<file path="src/design/packet_frame_completion_tracker_assert.svh">
// Assertion macros for the tracker
`ifndef PACKET_FRAME_COMPLETION_TRACKER_ASSERT_SVH
`define PACKET_FRAME_COMPLETION_TRACKER_ASSERT_SVH
`define PFCT_ASSERT_IMPL(lbl, clk, rst_n, a, c) \
    lbl: assert property (@(posedge clk) disable iff (!rst_n) (a) |-> (c)) \
        else $error("assertion failed");
`define PFCT_ASSERT_NEXT(lbl, clk, rst_n, a, c) \
    lbl: assert property (@(posedge clk) disable iff (!rst_n) (a) |=> (c)) \
        else $error("assertion failed");
`endif

</file>
<file path="src/design/pfct_pkg.sv">
package pfct_pkg;
    localparam int GROUPS_DEF = 4;
    localparam int FRAMES_DEF = 40;
    localparam int PKTS_DEF = 128;
    localparam int CHANNELS_DEF = 16;
    localparam int MAX_RESULTS = 4;
    localparam int FC_W = 40;

    localparam logic [1:0] REQ_INIT = 2'd0;
    localparam logic [1:0] REQ_INSERT = 2'd1;
    localparam logic [1:0] REQ_QUERY = 2'd2;
    localparam logic [1:0] REQ_RSVD = 2'd3;

    localparam logic [2:0] ST_INSERTED = 3'd0;
    localparam logic [2:0] ST_INVALID = 3'd1;
    localparam logic [2:0] ST_BEFORE = 3'd2;
    localparam logic [2:0] ST_AHEAD = 3'd3;
    localparam logic [2:0] ST_NONE = 3'd4;
    localparam logic [2:0] ST_DONE = 3'd5;
    localparam logic [2:0] ST_BAD = 3'd6;

    typedef struct packed {
        logic [1:0]  req_type;
        logic [1:0]  group_index;
        logic [39:0] frame_count;
        logic        packet_invalid;
        logic [3:0]  channel;
        logic [2:0]  board;
    } t_in;

    typedef struct packed {
        logic [2:0]  status;
        logic [1:0]  slot;
        logic [12:0] store_position;
        logic        group_full;
        logic        last;
    } t_out;

    typedef enum logic [1:0] {
        K_IMM,
        K_INIT,
        K_QUERY,
        K_INSERT
    } t_kind;

    typedef struct packed {
        t_kind       kind;
        logic [2:0]  status;
        logic [1:0]  group_index;
        logic [39:0] frame_count;
        logic [3:0]  channel;
        logic [2:0]  board;
    } t_cmd;

    typedef enum logic [3:0] {
        S_IDLE,
        S_CLEAR,
        S_SEARCH,
        S_CHECK,
        S_RDWAIT,
        S_RDDATA,
        S_UPDATE,
        S_EMIT,
        S_NEXT,
        S_FINAL
    } t_state;
endpackage

</file>
<file path="src/design/pfct_front.sv">
module pfct_front
    import pfct_pkg::*;
#(
    parameter int GROUPS = GROUPS_DEF,
    parameter int CHANNELS = CHANNELS_DEF
) (
    input  logic i_clk,
    input  logic i_rst_n,
    input  logic i_valid,
    output logic o_stall,
    input  t_in  i_data,
    output logic o_q_valid,
    input  logic i_q_pop,
    output t_cmd o_q_cmd
);
    t_cmd r_q [2];
    logic r_wp, r_rp;
    logic [1:0] r_cnt;
    t_cmd n_cmd;
    logic push;

    always_comb begin
        n_cmd = '0;
        n_cmd.kind = K_IMM;
        n_cmd.status = ST_BAD;
        n_cmd.group_index = i_data.group_index;
        n_cmd.frame_count = i_data.frame_count;
        n_cmd.channel = i_data.channel;
        n_cmd.board = i_data.board;
        if (32'(i_data.group_index) >= GROUPS || i_data.req_type == REQ_RSVD ||
            (i_data.req_type == REQ_INSERT && 32'(i_data.channel) >= CHANNELS)) begin
            n_cmd.status = ST_BAD;
        end else if (i_data.req_type == REQ_INIT) begin
            n_cmd.kind = K_INIT;
            n_cmd.status = ST_DONE;
        end else if (i_data.req_type == REQ_QUERY) begin
            n_cmd.kind = K_QUERY;
            n_cmd.status = ST_DONE;
        end else if (i_data.packet_invalid) begin
            n_cmd.status = ST_INVALID;
        end else begin
            n_cmd.kind = K_INSERT;
        end
    end

    assign o_stall = (r_cnt == 2'd2);
    assign push = i_valid && !o_stall;
    assign o_q_valid = (r_cnt != 2'd0);
    assign o_q_cmd = r_q[r_rp];

    always_ff @(posedge i_clk) begin
        if (push) begin
            r_q[r_wp] <= n_cmd;
        end
        if (!i_rst_n) begin
            r_wp <= 1'b0;
            r_rp <= 1'b0;
            r_cnt <= 2'd0;
        end else begin
            if (push) begin
                r_wp <= ~r_wp;
            end
            if (i_q_pop) begin
                r_rp <= ~r_rp;
            end
            r_cnt <= r_cnt + {1'b0, push} - {1'b0, i_q_pop};
        end
    end
endmodule

</file>
<file path="src/design/pfct_back.sv">
module pfct_back
    import pfct_pkg::*;
#(
    parameter int GROUPS = GROUPS_DEF,
    parameter int FRAMES = FRAMES_DEF,
    parameter int PKTS_PER_FRAME = PKTS_DEF,
    parameter int CHANNELS = CHANNELS_DEF
) (
    input  logic i_clk,
    input  logic i_rst_n,
    input  logic i_q_valid,
    output logic o_q_pop,
    input  t_cmd i_q_cmd,
    output logic o_valid,
    input  logic i_stall,
    output t_out o_data
);
    localparam int GW = (GROUPS > 1) ? $clog2(GROUPS) : 1;
    localparam int FW = $clog2(FRAMES);
    localparam int CW = (CHANNELS > 1) ? $clog2(CHANNELS) : 1;
    localparam int NF = GROUPS * FRAMES;
    localparam int NFW = $clog2(NF);
    localparam int NCB = NF * CHANNELS;
    localparam int NCBW = $clog2(NCB);
    localparam int OW = $clog2(GROUPS + 1);
    localparam int PW = $clog2(PKTS_PER_FRAME + 1);
    localparam int TW = $clog2(FRAMES * PKTS_PER_FRAME + 1);
    localparam int CLW = $clog2(NCB + 1);
    localparam logic [TW-1:0] FULL_CNT = TW'(FRAMES * PKTS_PER_FRAME);
    localparam logic [FC_W:0] STEP = (FC_W + 1)'(FRAMES - 1);
    localparam logic [CLW-1:0] CLR_LAST = CLW'(FRAMES * CHANNELS - 1);

    logic [FC_W-1:0] r_base [GROUPS];
    logic [TW-1:0]   r_gtot [GROUPS];
    logic [PW-1:0]   r_fmem [NF];
    logic [7:0]      r_cmem [NCB];

    t_state r_st, n_st;
    t_cmd r_cmd;
    logic [FC_W:0] r_ll;
    logic [OW-1:0] r_i;
    logic [2:0] r_n;
    logic [CLW-1:0] r_clr;
    logic [GW-1:0] r_g;
    logic [FW-1:0] r_fi;
    logic [PW-1:0] r_fcnt;
    logic [7:0] r_flags;
    logic r_ovalid;
    t_out r_odata;
    t_out r_pend;

    logic [FC_W:0] b, lu, lo, hi;
    logic [GW-1:0] g_cur;
    logic [31:0] g_sum;
    logic [NFW-1:0] fidx;
    logic [NCBW-1:0] cidx, clr_idx;
    logic out_free, hit, ok, out_load;
    logic [FC_W:0] fi_wide;

    function automatic t_out out_item(input logic [2:0] st, input logic [1:0] sl,
                                      input logic [12:0] pos, input logic full,
                                      input logic lst);
        t_out r;
        r.status = st;
        r.slot = sl;
        r.store_position = pos;
        r.group_full = full;
        r.last = lst;
        return r;
    endfunction

    assign out_free = !r_ovalid || !i_stall;
    assign b = {1'b0, r_cmd.frame_count};
    assign lu = r_ll + STEP;
    assign g_sum = 32'(r_i) + 32'(r_cmd.group_index);
    assign g_cur = GW'((g_sum >= 32'(GROUPS)) ? g_sum - 32'(GROUPS) : g_sum);
    assign lo = {1'b0, r_base[g_cur]};
    assign hi = lo + STEP;
    assign hit = (b >= lo) && (b <= hi);
    assign fi_wide = b - lo;
    assign fidx = NFW'(32'(r_g) * FRAMES + 32'(r_fi));
    assign cidx = NCBW'(32'(fidx) * CHANNELS + 32'(r_cmd.channel[CW-1:0]));
    assign clr_idx = NCBW'(32'(r_cmd.group_index) * FRAMES * CHANNELS + 32'(r_clr));
    assign ok = (r_fcnt < PW'(PKTS_PER_FRAME)) && (r_gtot[r_g] < FULL_CNT);
    assign o_valid = r_ovalid;
    assign o_data = r_odata;

    always_comb begin
        n_st = r_st;
        unique case (r_st)
            S_IDLE: begin
                if (i_q_valid && out_free) begin
                    unique case (i_q_cmd.kind)
                        K_INIT:   n_st = S_CLEAR;
                        K_INSERT: n_st = S_SEARCH;
                        default:  n_st = S_IDLE;
                    endcase
                end
            end
            S_CLEAR: begin
                if (r_clr == CLR_LAST) begin
                    if (r_cmd.kind == K_INIT) begin
                        n_st = S_FINAL;
                    end else if (32'(r_cmd.group_index) == GROUPS - 1) begin
                        n_st = S_IDLE;
                    end
                end
            end
            S_SEARCH: begin
                if (b < {1'b0, r_base[r_cmd.group_index]}) begin
                    n_st = S_FINAL;
                end else if ((b >= r_ll && b <= lu) || r_i == OW'(GROUPS - 1)) begin
                    n_st = (!(b >= r_ll && b <= lu) &&
                            b > lu + STEP + (FC_W + 1)'(FRAMES)) ? S_FINAL : S_CHECK;
                end
            end
            S_CHECK: begin
                if (r_i == OW'(GROUPS) || r_n == 3'(MAX_RESULTS)) begin
                    n_st = S_FINAL;
                end else if (hit) begin
                    n_st = S_RDWAIT;
                end else begin
                    n_st = S_CHECK;
                end
            end
            S_RDWAIT: n_st = S_RDDATA;
            S_RDDATA: n_st = ok ? S_UPDATE : S_NEXT;
            S_UPDATE: n_st = S_EMIT;
            S_EMIT:   n_st = (r_n == 3'd1 || out_free) ? S_NEXT : S_EMIT;
            S_NEXT:   n_st = S_CHECK;
            S_FINAL:  n_st = out_free ? S_IDLE : S_FINAL;
            default:  n_st = S_IDLE;
        endcase
    end

    always_comb begin
        o_q_pop = (r_st == S_IDLE) && i_q_valid && out_free;
        out_load = (o_q_pop && (i_q_cmd.kind == K_IMM || i_q_cmd.kind == K_QUERY)) ||
                   (r_st == S_EMIT && out_free && r_n != 3'd1) ||
                   (r_st == S_FINAL && out_free);
    end

    always_ff @(posedge i_clk) begin
        if (r_st == S_RDWAIT) begin
            r_fcnt <= r_fmem[fidx];
            r_flags <= r_cmem[cidx];
        end
        if (r_st == S_CLEAR) begin
            r_cmem[clr_idx] <= 8'h00;
            if (r_clr < CLW'(FRAMES)) begin
                r_fmem[NFW'(32'(r_cmd.group_index) * FRAMES + 32'(r_clr))] <= '0;
            end
        end
        if (r_st == S_UPDATE) begin
            r_fmem[fidx] <= r_fcnt + PW'(1);
            r_cmem[cidx] <= r_flags | (8'h01 << r_cmd.board);
        end
    end

    always_ff @(posedge i_clk) begin
        if (!i_rst_n) begin
            r_st <= S_CLEAR;
            r_ovalid <= 1'b0;
            r_clr <= '0;
            r_cmd <= '0;
            for (int k = 0; k < GROUPS; k++) begin
                r_base[k] <= '0;
                r_gtot[k] <= '0;
            end
        end else begin
            r_st <= n_st;
            r_ovalid <= out_load || (r_ovalid && i_stall);
            unique case (r_st)
                S_IDLE: begin
                    if (o_q_pop) begin
                        r_cmd <= i_q_cmd;
                        r_clr <= '0;
                        r_i <= '0;
                        r_n <= '0;
                        r_ll <= {1'b0, r_base[i_q_cmd.group_index]};
                        if (i_q_cmd.kind == K_INIT) begin
                            r_base[i_q_cmd.group_index] <= i_q_cmd.frame_count;
                            r_gtot[i_q_cmd.group_index] <= '0;
                        end
                        if (i_q_cmd.kind == K_IMM || i_q_cmd.kind == K_QUERY) begin
                            r_odata <= out_item(i_q_cmd.status, '0, '0,
                                (i_q_cmd.kind == K_QUERY) &&
                                (r_gtot[i_q_cmd.group_index] == FULL_CNT), 1'b1);
                        end
                    end
                end
                S_CLEAR: begin
                    if (r_clr == CLR_LAST) begin
                        r_clr <= '0;
                        if (r_cmd.kind != K_INIT) begin
                            r_cmd.group_index <= r_cmd.group_index + 2'd1;
                        end
                    end else begin
                        r_clr <= r_clr + CLW'(1);
                    end
                end
                S_SEARCH: begin
                    if (b < {1'b0, r_base[r_cmd.group_index]}) begin
                        r_cmd.status <= ST_BEFORE;
                    end else if (n_st == S_FINAL) begin
                        r_cmd.status <= ST_AHEAD;
                    end else if (n_st == S_SEARCH) begin
                        r_ll <= lu;
                        r_i <= r_i + OW'(1);
                    end
                    if (n_st == S_CHECK) begin
                        r_cmd.status <= ST_NONE;
                    end
                end
                S_CHECK: begin
                    if (n_st == S_CHECK) begin
                        r_i <= r_i + OW'(1);
                    end
                    r_g <= g_cur;
                    r_fi <= FW'(fi_wide);
                end
                S_RDDATA: begin
                    if (ok) begin
                        r_gtot[r_g] <= r_gtot[r_g] + TW'(1);
                    end
                end
                S_UPDATE: begin
                    r_n <= r_n + 3'd1;
                end
                S_EMIT: begin
                    if (r_n == 3'd1 || out_free) begin
                        r_pend <= out_item(ST_INSERTED, 2'(r_g),
                                           13'(r_gtot[r_g] - TW'(1)), 1'b0, 1'b0);
                        if (r_n != 3'd1) begin
                            r_odata <= r_pend;
                        end
                    end
                end
                S_NEXT: begin
                    r_i <= r_i + OW'(1);
                end
                S_FINAL: begin
                    if (out_free) begin
                        r_odata <= (r_cmd.kind == K_INIT || r_n == 3'd0)
                            ? out_item(r_cmd.status, '0, '0, 1'b0, 1'b1)
                            : out_item(r_pend.status, r_pend.slot,
                                       r_pend.store_position, 1'b0, 1'b1);
                    end
                end
                default: begin
                end
            endcase
        end
    end
endmodule

</file>
<file path="src/design/packet_frame_completion_tracker.sv">
// Packet frame completion tracker.
// Input channel i_valid/o_stall carries one request item (init, insert,
// query) as a t_in struct; output channel o_valid/i_stall returns t_out
// result items, the final one of each request marked by last.
// A front stage classifies requests into a two-entry queue; a back
// sequencer executes them against the slot bases, counters and flag memory.
// Init and query answer one result: query as soon as it leaves the queue,
// init after a sweep of FRAMES*CHANNELS entries (640 by default).
// Insert scans up to GROUPS search ranges (one per cycle), then checks each
// slot in ring order: a matching slot is read and, unless it or its group
// is full, updated and emitted, else skipped; then the last result is sent.
// Results of an insert are emitted in ring order, at most four.
// Reset clears slot bases and totals, then sweeps the frame and flag memory
// (GROUPS*FRAMES*CHANNELS entries, 2560 by default) before the first item.
// When the receiver stalls, the output register holds its item, the
// sequencer waits, and the queue fills and then stalls the sender.
module packet_frame_completion_tracker
    import pfct_pkg::*;
#(
    parameter int GROUPS = GROUPS_DEF,
    parameter int FRAMES = FRAMES_DEF,
    parameter int PKTS_PER_FRAME = PKTS_DEF,
    parameter int CHANNELS = CHANNELS_DEF
) (
    input  logic i_clk,
    input  logic i_rst_n,
    input  logic i_valid,
    output logic o_stall,
    input  t_in  i_data,
    output logic o_valid,
    input  logic i_stall,
    output t_out o_data
);
`include "packet_frame_completion_tracker_assert.svh"
    logic q_valid, q_pop;
    t_cmd q_cmd;

    pfct_front #(.GROUPS(GROUPS), .CHANNELS(CHANNELS)) u_front (
        .i_clk(i_clk), .i_rst_n(i_rst_n), .i_valid(i_valid), .o_stall(o_stall),
        .i_data(i_data), .o_q_valid(q_valid), .i_q_pop(q_pop), .o_q_cmd(q_cmd)
    );

    pfct_back #(.GROUPS(GROUPS), .FRAMES(FRAMES), .PKTS_PER_FRAME(PKTS_PER_FRAME),
        .CHANNELS(CHANNELS)) u_back (
        .i_clk(i_clk), .i_rst_n(i_rst_n), .i_q_valid(q_valid), .o_q_pop(q_pop),
        .i_q_cmd(q_cmd), .o_valid(o_valid), .i_stall(i_stall), .o_data(o_data)
    );

    `PFCT_ASSERT_IMPL(a_pop_valid, i_clk, i_rst_n, q_pop, q_valid)
    `PFCT_ASSERT_IMPL(a_ins_slot, i_clk, i_rst_n,
        o_valid && o_data.status == ST_INSERTED, !o_data.group_full)
    `PFCT_ASSERT_NEXT(a_out_hold, i_clk, i_rst_n, o_valid && i_stall,
        o_valid && $stable(o_data))
endmodule
</file>
<file path="config.mk">
export PLATFORM = sky130hd
export DESIGN_NAME = packet_frame_completion_tracker
export DESIGN_NICKNAME = d
export VERILOG_FILES = /design/src/design/pfct_pkg.sv /design/src/design/pfct_front.sv /design/src/design/pfct_back.sv /design/src/design/packet_frame_completion_tracker.sv
export VERILOG_INCLUDE_DIRS = /design/src /design/src/design
export SDC_FILE = /design/constraint.sdc
export NUM_CORES = 2
export LEC_CHECK = 0
export BUFFER_PORTS_ARGS = -buffer_cell sky130_fd_sc_hd__buf_2
export CAP_MARGIN = 30
export CORE_MARGIN = 2
export CORE_UTILIZATION = 50
export CTS_CLUSTER_SIZE = 24
export DETAILED_ROUTE_END_ITERATION = 7
export HOLD_SLACK_MARGIN = 0.1
export PLACE_DENSITY = 0.68
export SLEW_MARGIN = 20
export SYNTH_ARGS = -nofsm -noshare
export SYNTH_HDL_FRONTEND = slang
export SYNTH_SLANG_ARGS = --single-unit
export TNS_END_PERCENT = 30
</file>
<file path="constraint.sdc">
create_clock -name i_clk -period 9.2 [get_ports i_clk]
set_input_delay 0.46 -clock i_clk [delete_from_list [all_inputs] [get_ports i_clk]]
set_output_delay 0.46 -clock i_clk [all_outputs]
set_load 0.03 [all_outputs]
</file>
; Word level (Yosys, flattened, before mapping)
; Memories as Yosys holds them, arrays and structs flattened. A register that Yosys moved wholly into a read port is not among the register bits.
; Index checks and enable logic that the tools add are counted.
[totals]
reg_bits = 165
latch_bits = 0
ramBits = 1600
rom_bits = 0
in_bits = 56
out_inout_bits = 22
mem_count = 4
[op_classes]
n_addsub = 18
n_mul = 2
div = 0
magnitude_cmp = 10
eq_ne = 40
shifts = 0
muxes = 85
bitwise_logic = 2
n_reduce_logical = 51
[memory_table]
columns = name, depth, word_bits, rd, rd_ports_with_merged_regs, wr, line
row1 = u_back.r_fmem, 160, 8, 1, 1, 1, pfct_back.sv:35  ; logic [PW-1:0] r_fmem [NF];
row2 = u_back.r_base, 4, 40, 3, 1, 4, pfct_back.sv:33  ; logic [FC_W-1:0] r_base [GROUPS];
row3 = u_front.r_q, 2, 54, 1, 1, 1, pfct_front.sv:16  ; t_cmd r_q [2];
row4 = u_back.r_gtot, 4, 13, 2, 1, 4, pfct_back.sv:34  ; logic [TW-1:0] r_gtot [GROUPS];
[ops]
columns = op, n
row1 = 41-bit 2-to-1 mux, 4
row2 = "41-bit by 6-bit adder with 41-bit output, second input constant", 3
row3 = 20-bit 2-to-1 mux, 6
row4 = 40-bit by 41-bit less-or-equal comparator with 1-bit output, 2
row5 = 41-bit one-hot mux with 2 select lines, 1
row6 = 20-bit one-hot mux with 3 select lines, 1
row7 = 52-bit 2-to-1 mux, 1
row8 = 4-bit 2-to-1 mux, 11
row9 = "40-bit by 6-bit adder with 41-bit output, second input constant", 1
row10 = 40-bit by 41-bit >= comparator with 1-bit output, 1
row11 = 40-bit by 41-bit greater-than comparator with 1-bit output, 1
row12 = 40-bit >= comparator, 1
row13 = 40-bit less-than comparator, 1
row14 = 40-bit 2-to-1 mux, 1
row15 = 4-bit one-hot mux with 10 select lines, 1
row16 = 40-bit OR reduction, 1
row17 = 3-bit 2-to-1 mux, 11
row18 = 13-bit 2-to-1 mux, 2
row19 = 13-bit OR reduction, 2
row20 = 12-bit 2-to-1 mux, 2
row21 = 12-bit one-hot mux with 2 select lines, 1
row22 = 1-bit 2-to-1 mux, 23
row23 = 2-bit 2-to-1 mux, 11
row24 = "4-bit by 2-bit equality test with 1-bit output, second input constant", 4
row25 = other kinds (53), 115

; Depth between registers and ports, before layout
; An unclocked memory read counts as a cell.
[depth]
depth_word = 15
depth_mapped = 28
mapped_depth_nobuf = 24

; Hierarchy
; A second synthesis with hierarchy kept.
[hier_totals]
hier_cells = 4924
area_unflattened_um2 = 81206.6
[modules_own_cells]
columns = mod, instances, cells_each, area_per_inst_um2, seq_area_each_um2
row1 = pfct_back, 1, 4723, 76786.1, 49107.1
row2 = pfct_front, 1, 201, 4420.5, 3343.2

; Worst setup path before layout
; No wires, ideal clock.
[synth_timing]
kind = reg2reg
startpoint = register u_back.r_i[0]
endpoint = register u_back.r_ll[0], enable pin
arrival_time_ps = 9057
required_ps = 8699
setup_slack_ps = -359
path_stages_with_launch = 27
n_path_buf = 6
synth_period_minus_slack_ps = 9559
path_cell_list = edfxtp_1 -> ha_1 -> buf_2 -> buf_2 -> buf_2 -> buf_2 -> buf_2 -> mux4_2 -> inv_1 -> ha_1 -> nand3b_1 -> a41oi_1 -> or4_1 -> buf_2 -> or4_1 -> xnor2_1 -> ha_1 -> nand4_1 -> nor4_1 -> nand2_1 -> o32a_1 -> o31ai_1 -> a31oi_1 -> o21ai_1 -> o211a_1 -> o211ai_1 -> a211oi_1
[synth_via]
elab_chain_len = 13
[synth_rtl]
columns = element, line
row1 = "start, declared", pfct_back.sv:41  ; logic [OW-1:0] r_i;
row2 = "start signal, assigned", pfct_back.sv:209  ; r_i <= r_i + OW'(1);
row3 = "start signal, assigned", pfct_back.sv:217  ; r_i <= r_i + OW'(1);
row4 = "start signal, assigned", pfct_back.sv:240  ; r_i <= r_i + OW'(1);
row5 = 3-bit by 2-bit adder with 4-bit output (*), pfct_back.sv:75  ; assign g_sum = 32'(r_i) + 32'(r_cmd.group_index);
row6 = 4-bit by 3-bit >= comparator with 1-bit output or 2-bit by 1-bit subtractor with 2-bit output (tied branches), pfct_back.sv:76  ; assign g_cur = GW'((g_sum >= 32'(GROUPS)) ? g_sum - 32'(GROUPS) : g_sum);
row7 = 2-bit 2-to-1 mux (*), pfct_back.sv:76
row8 = named net u_back.g_cur[0], pfct_back.sv:53  ; logic [GW-1:0] g_cur;
row9 = memory read 4 x 40 bit (*), -
row10 = 40-bit by 6-bit adder with 41-bit output, pfct_back.sv:78  ; assign hi = lo + STEP;
row11 = 40-bit by 41-bit less-or-equal comparator with 1-bit output, pfct_back.sv:79  ; assign hit = (b >= lo) && (b <= hi);
row12 = 1-bit logical AND (*), pfct_back.sv:79
row13 = 3-bit 2-to-1 mux (*), pfct_back.sv:120  ; end else if (hit) begin
row14 = 4-bit 2-to-1 mux (*), pfct_back.sv:118  ; if (r_i == OW'(GROUPS) || r_n == 3'(MAX_RESULTS)) begin
row15 = 4-bit one-hot mux with 10 select lines (*), pfct_back.sv:90  ; unique case (r_st)
row16 = 4-bit equality test or 4-bit by 2-bit equality test with 1-bit output (tied branches), "pfct_back.sv:205, pfct_back.sv:207"
row17 = 2-bit inequality test (no line) or 2-bit by 1-bit inequality test with 1-bit output (tied branches), -
row18 = 6-bit AND reduction (no line) (*), -
row19 = "end signal, assigned", pfct_back.sv:180  ; r_ll <= {1'b0, r_base[i_q_cmd.group_index]};
row20 = "end signal, assigned", pfct_back.sv:208  ; r_ll <= lu;
row21 = "end, declared", pfct_back.sv:40  ; logic [FC_W:0] r_ll;
; The timed path passes the listed nets; every way through them passes the cells marked *.
; A chain may end at the register's enable or synchronous reset.

; Worst setup path after layout
[layout_timing]
startpoint = register u_back.r_ll[0]
endpoint = register u_back.r_ll[12], enable pin
[layout_via]
elab_chain_len = 12
[layout_rtl]
columns = element, line
row1 = 41-bit by 6-bit adder with 41-bit output, pfct_back.sv:74  ; assign lu = r_ll + STEP;
row2 = 41-bit by 6-bit adder with 41-bit output or 40-bit by 41-bit less-or-equal comparator with 1-bit output (tied branches), "pfct_back.sv:114, pfct_back.sv:112, pfct_back.sv:113"
row3 = 41-bit by 6-bit adder with 41-bit output or 1-bit logical AND (tied branches), "pfct_back.sv:114, pfct_back.sv:112, pfct_back.sv:113"
row4 = 40-bit by 41-bit greater-than comparator with 1-bit output or 1-bit zero test (tied branches), "pfct_back.sv:114, pfct_back.sv:113"
row5 = 1-bit logical AND, pfct_back.sv:113  ; n_st = (!(b >= r_ll && b <= lu) &&
row6 = 4-bit 2-to-1 mux, pfct_back.sv:114  ; b > lu + STEP + (FC_W + 1)'(FRAMES)) ? S_FINAL : S_CHECK;
row7 = 4-bit 2-to-1 mux (*), pfct_back.sv:112  ; end else if ((b >= r_ll && b <= lu) || r_i == OW'(GROUPS - 1)) begin
row8 = 4-bit 2-to-1 mux (*), pfct_back.sv:110  ; if (b < {1'b0, r_base[r_cmd.group_index]}) begin
row9 = 4-bit one-hot mux with 10 select lines (*), pfct_back.sv:90
row10 = 4-bit equality test or 4-bit by 2-bit equality test with 1-bit output (tied branches), "pfct_back.sv:205, pfct_back.sv:207"
row11 = 2-bit inequality test (no line) or 2-bit by 1-bit inequality test with 1-bit output (tied branches), -
row12 = 6-bit AND reduction (no line) (*), -
; Every way passes the cells marked *; elsewhere a longest branch is shown, timed or not.

==> run summary <==
Status - finished clean
CTS resizes - 0
Die ar. - 0.163 mm2
Startpoint Class - flip-flop
Slowest cell on crit path - edfxtp_1
Number of global-route vias before repair - 44,847
Worst EP arrival - 8490 ps
Vias per cell - 6.21
Critical Path End Type - flip-flop
DR WL/cell - 27.0 um
Initial core utilization - 50.3%
CTS buffer count - 176
DPL Wire Length - 127 mm
Core ar. - 0.158 mm2
Unique masters post-synth - 91
Deepest clock path buffer count - 3
Slew margin rel. - 35.8%
Dpl ws - 1280 ps
Mapped Nets - 5,168
Total power - 16.2 mW
Utilization after layout - 56.2%
Slew @ Worst Pin - 964 ps
Die X - 403 um
Max-slew violation count - 0
Leading area contributor after synthesis - edfxtp_1
Initial antenna violation count - 0
Synth top area share - 63.4%
First-pass GRT wire length - 292 mm
Post-Layout Cell Count - 7,239
GPL Wtd Cong - 0.930
GRT Util Overall - 24.2%
Final period util - 87.9%
Highest clock rate - 0.124 GHz
Largest net degree at the start of global routing - 105
Cells after DPL - 6,861
Initial DRC Count - 4,490
PortBufs - 70
Mapped Cells - 4,847
Post-route cell area - 0.0890 mm2
Clock latency on the worst-skew pair - 810 ps
Synth Area per Inst - 16.4 um2
H-tree Lvls - 4
TritonCTS clock tree - done
Vias - 44,981
Hold_ws - 148 ps
Max-cap violation count - 0
RSZ-0062 raised after global routing - false
Post-synth EDFFs - 1,684
Ys Warns - 0
Layout area overhead - 11.7%
Final worst setup slack - 1120 ps
Seq/Total Area, Yosys - 65.3%
Crit Path Max Fanout - 41
Final WL - 196 mm
CTS Hold Buffers Added - 47
Mapped Area - 0.0797 mm2
Skew final - 48.1 ps
Endpoints failing setup - 0
Req. time, crit path - 9600 ps
Site Rows - 146
Share of cells above drive strength 1 - 19.7%
Fin. Hold Viols - 0
Post-CTS Setup Bufs - 0
Congestion Overflow GR - 0
Setup TNS - 0 ps
Top cells by area, synth - edfxtp_1 63%, mux4_2 15%, ha_1 4.1%
Root Buffer - clkbuf_16
Leakage power - 27.8 nW
N_diodes - 0
Die height - 403 um
Post-route ant nets - 0
Maximum VDD drop - 0.172 mV
Pre-antenna DRT Iters - 6
Crit path time final - 8080 ps
Post-route DRC - 0
Num Clock Sinks - 1,757
Clk pin slew, worst setup/hold paths - 60 ps
HP Class - in2reg
Setup Crit Path Kind - reg2reg
Power per cell area - 182 mW/mm2
Critical Path Max Stage Delay - 670 ps
Yosys reg bits - 1,757
Placed cell area - 0.0826 mm2
Layout net count - 5,346
# IOs - 78
Main synth FF type - edfxtp_1
Async SR Flop Fraction - 0%
-- power breakdown --
part | leakage, nW | internal, mW | switching, mW
clock network | 2.76 | 4.00 | 3.04
logic | 10.6 | 0.143 | 0.261
registers | 14.5 | 8.75 | 0.0388
total | 27.8 | 12.9 | 3.34
-- Yosys cell counts (all sizes together), types with 28 or more instances --
| cell type | n |
|---|---|
| edfxtp | 1684 |
| nor2 | 565 |
| mux4 | 540 |
| ha | 262 |
| nand2 | 251 |
| inv | 178 |
| clkbuf | 123 |
| o21ai | 114 |
| a21oi | 108 |
| xnor2 | 99 |
| buf | 88 |
| mux2i | 78 |
| dfxtp | 73 |
| a211oi | 69 |
| nand3 | 66 |
| nand4 | 62 |
| xor2 | 54 |
| nor3 | 51 |
| nor4 | 39 |
| nor2b | 38 |
| a21o | 36 |
| o211ai | 28 |
-- worst max-delay path: cells and delay by family, from the launching register on --
family | cells | cell delay, ps
AND/OR/NAND/NOR | 11 | 3520
adder cells (fa/ha/maj) | 2 | 620
buffers and inverters | 3 | 930
AO/OA/AOI/OAI | 8 | 1850
flip-flops | 1 | 670
XOR/XNOR | 1 | 90
-- sequential cells by signal, indices dropped and copies added, names as in the netlist, 12 cells and up, named ones only --
name,count
u_back.r_fmem,1280
u_back.r_base,160
u_front.r_q,94
u_back.r_gtot,52
u_back.r_ll,41
u_back.b,40
u_back.o_data,20
u_back.r_pend,15
u_back.r_clr,12
-- per-layer routing --
metal	up-vias	routed length (um)	GRT usage [%]
met5	-	0	0
met4	0	5900	7.27
met3	339	13200	3.52
met2	1904	98000	40.4
met1	23139	78700	33.1
li1	19599	-	-
-- logic make-up after synthesis --
group,after synthesis,share of synthesized area [%]
fa+ha+maj,266,4.20
flops,1757,65.3
mux,626,16.4
buf+inv,389,1.88
simple gates,1195,6.85
compound gates,460,3.72
xor+xnor,154,1.72
-- layout make-up --
| type | instances | area, um2 |
|---|---|---|
| clock buffer | 236 | 4760 |
| clock inverter | 84 | 942 |
| fill | 12092 | 69300 |
| inverter | 178 | 672 |
| multi-input combinational | 2701 | 26300 |
| sequential | 1757 | 52000 |
| tap | 2072 | 2590 |
| timing repair buffer | 211 | 1690 |
-- final timing paths --
path,slack (ps),cells after the start,end,start
worst max register to register,1120,25,u_back.r_ll[12]$_DFFE_PP_,u_back.r_ll[0]$_DFFE_PP_
worst min register to register,490,2,u_back.r_cmd[50]$_SDFFE_PN0P_,u_back.r_cmd[50]$_SDFFE_PN0P_
worst min-delay path,150,2,u_back.r_st[0]$_SDFF_PN1_,i_rst_n
worst max-delay path,1120,25,u_back.r_ll[12]$_DFFE_PP_,u_back.r_ll[0]$_DFFE_PP_
-- placed cells by master (no fill, tap or decap), drive strengths merged, types with 12 or more instances in the layout --
cell	netlist	routed
mux4	540	540
or2	13	13
xor2	54	54
nor2b	38	38
xnor2	99	99
nand3b	12	12
o31ai	12	12
mux2i	78	78
edfxtp	1684	1684
nor4	39	39
a31oi	14	14
nor3	51	51
bufinv	0	12
a21oi	108	108
and2	14	14
dfxtp	73	73
o21a	16	16
nand3	66	66
nor2	565	565
buf	88	162
and3	13	13
ha	262	262
a21o	36	36
nand2	251	251
or3	20	20
dlygate4sd3	0	47
nand2b	17	17
o21ai	114	114
inv	178	184
clkinv	0	64
nand4	62	62
clkbuf	123	238
o211ai	28	28
a211oi	69	69
No activity file was read; power rests on OpenSTA's default activity.
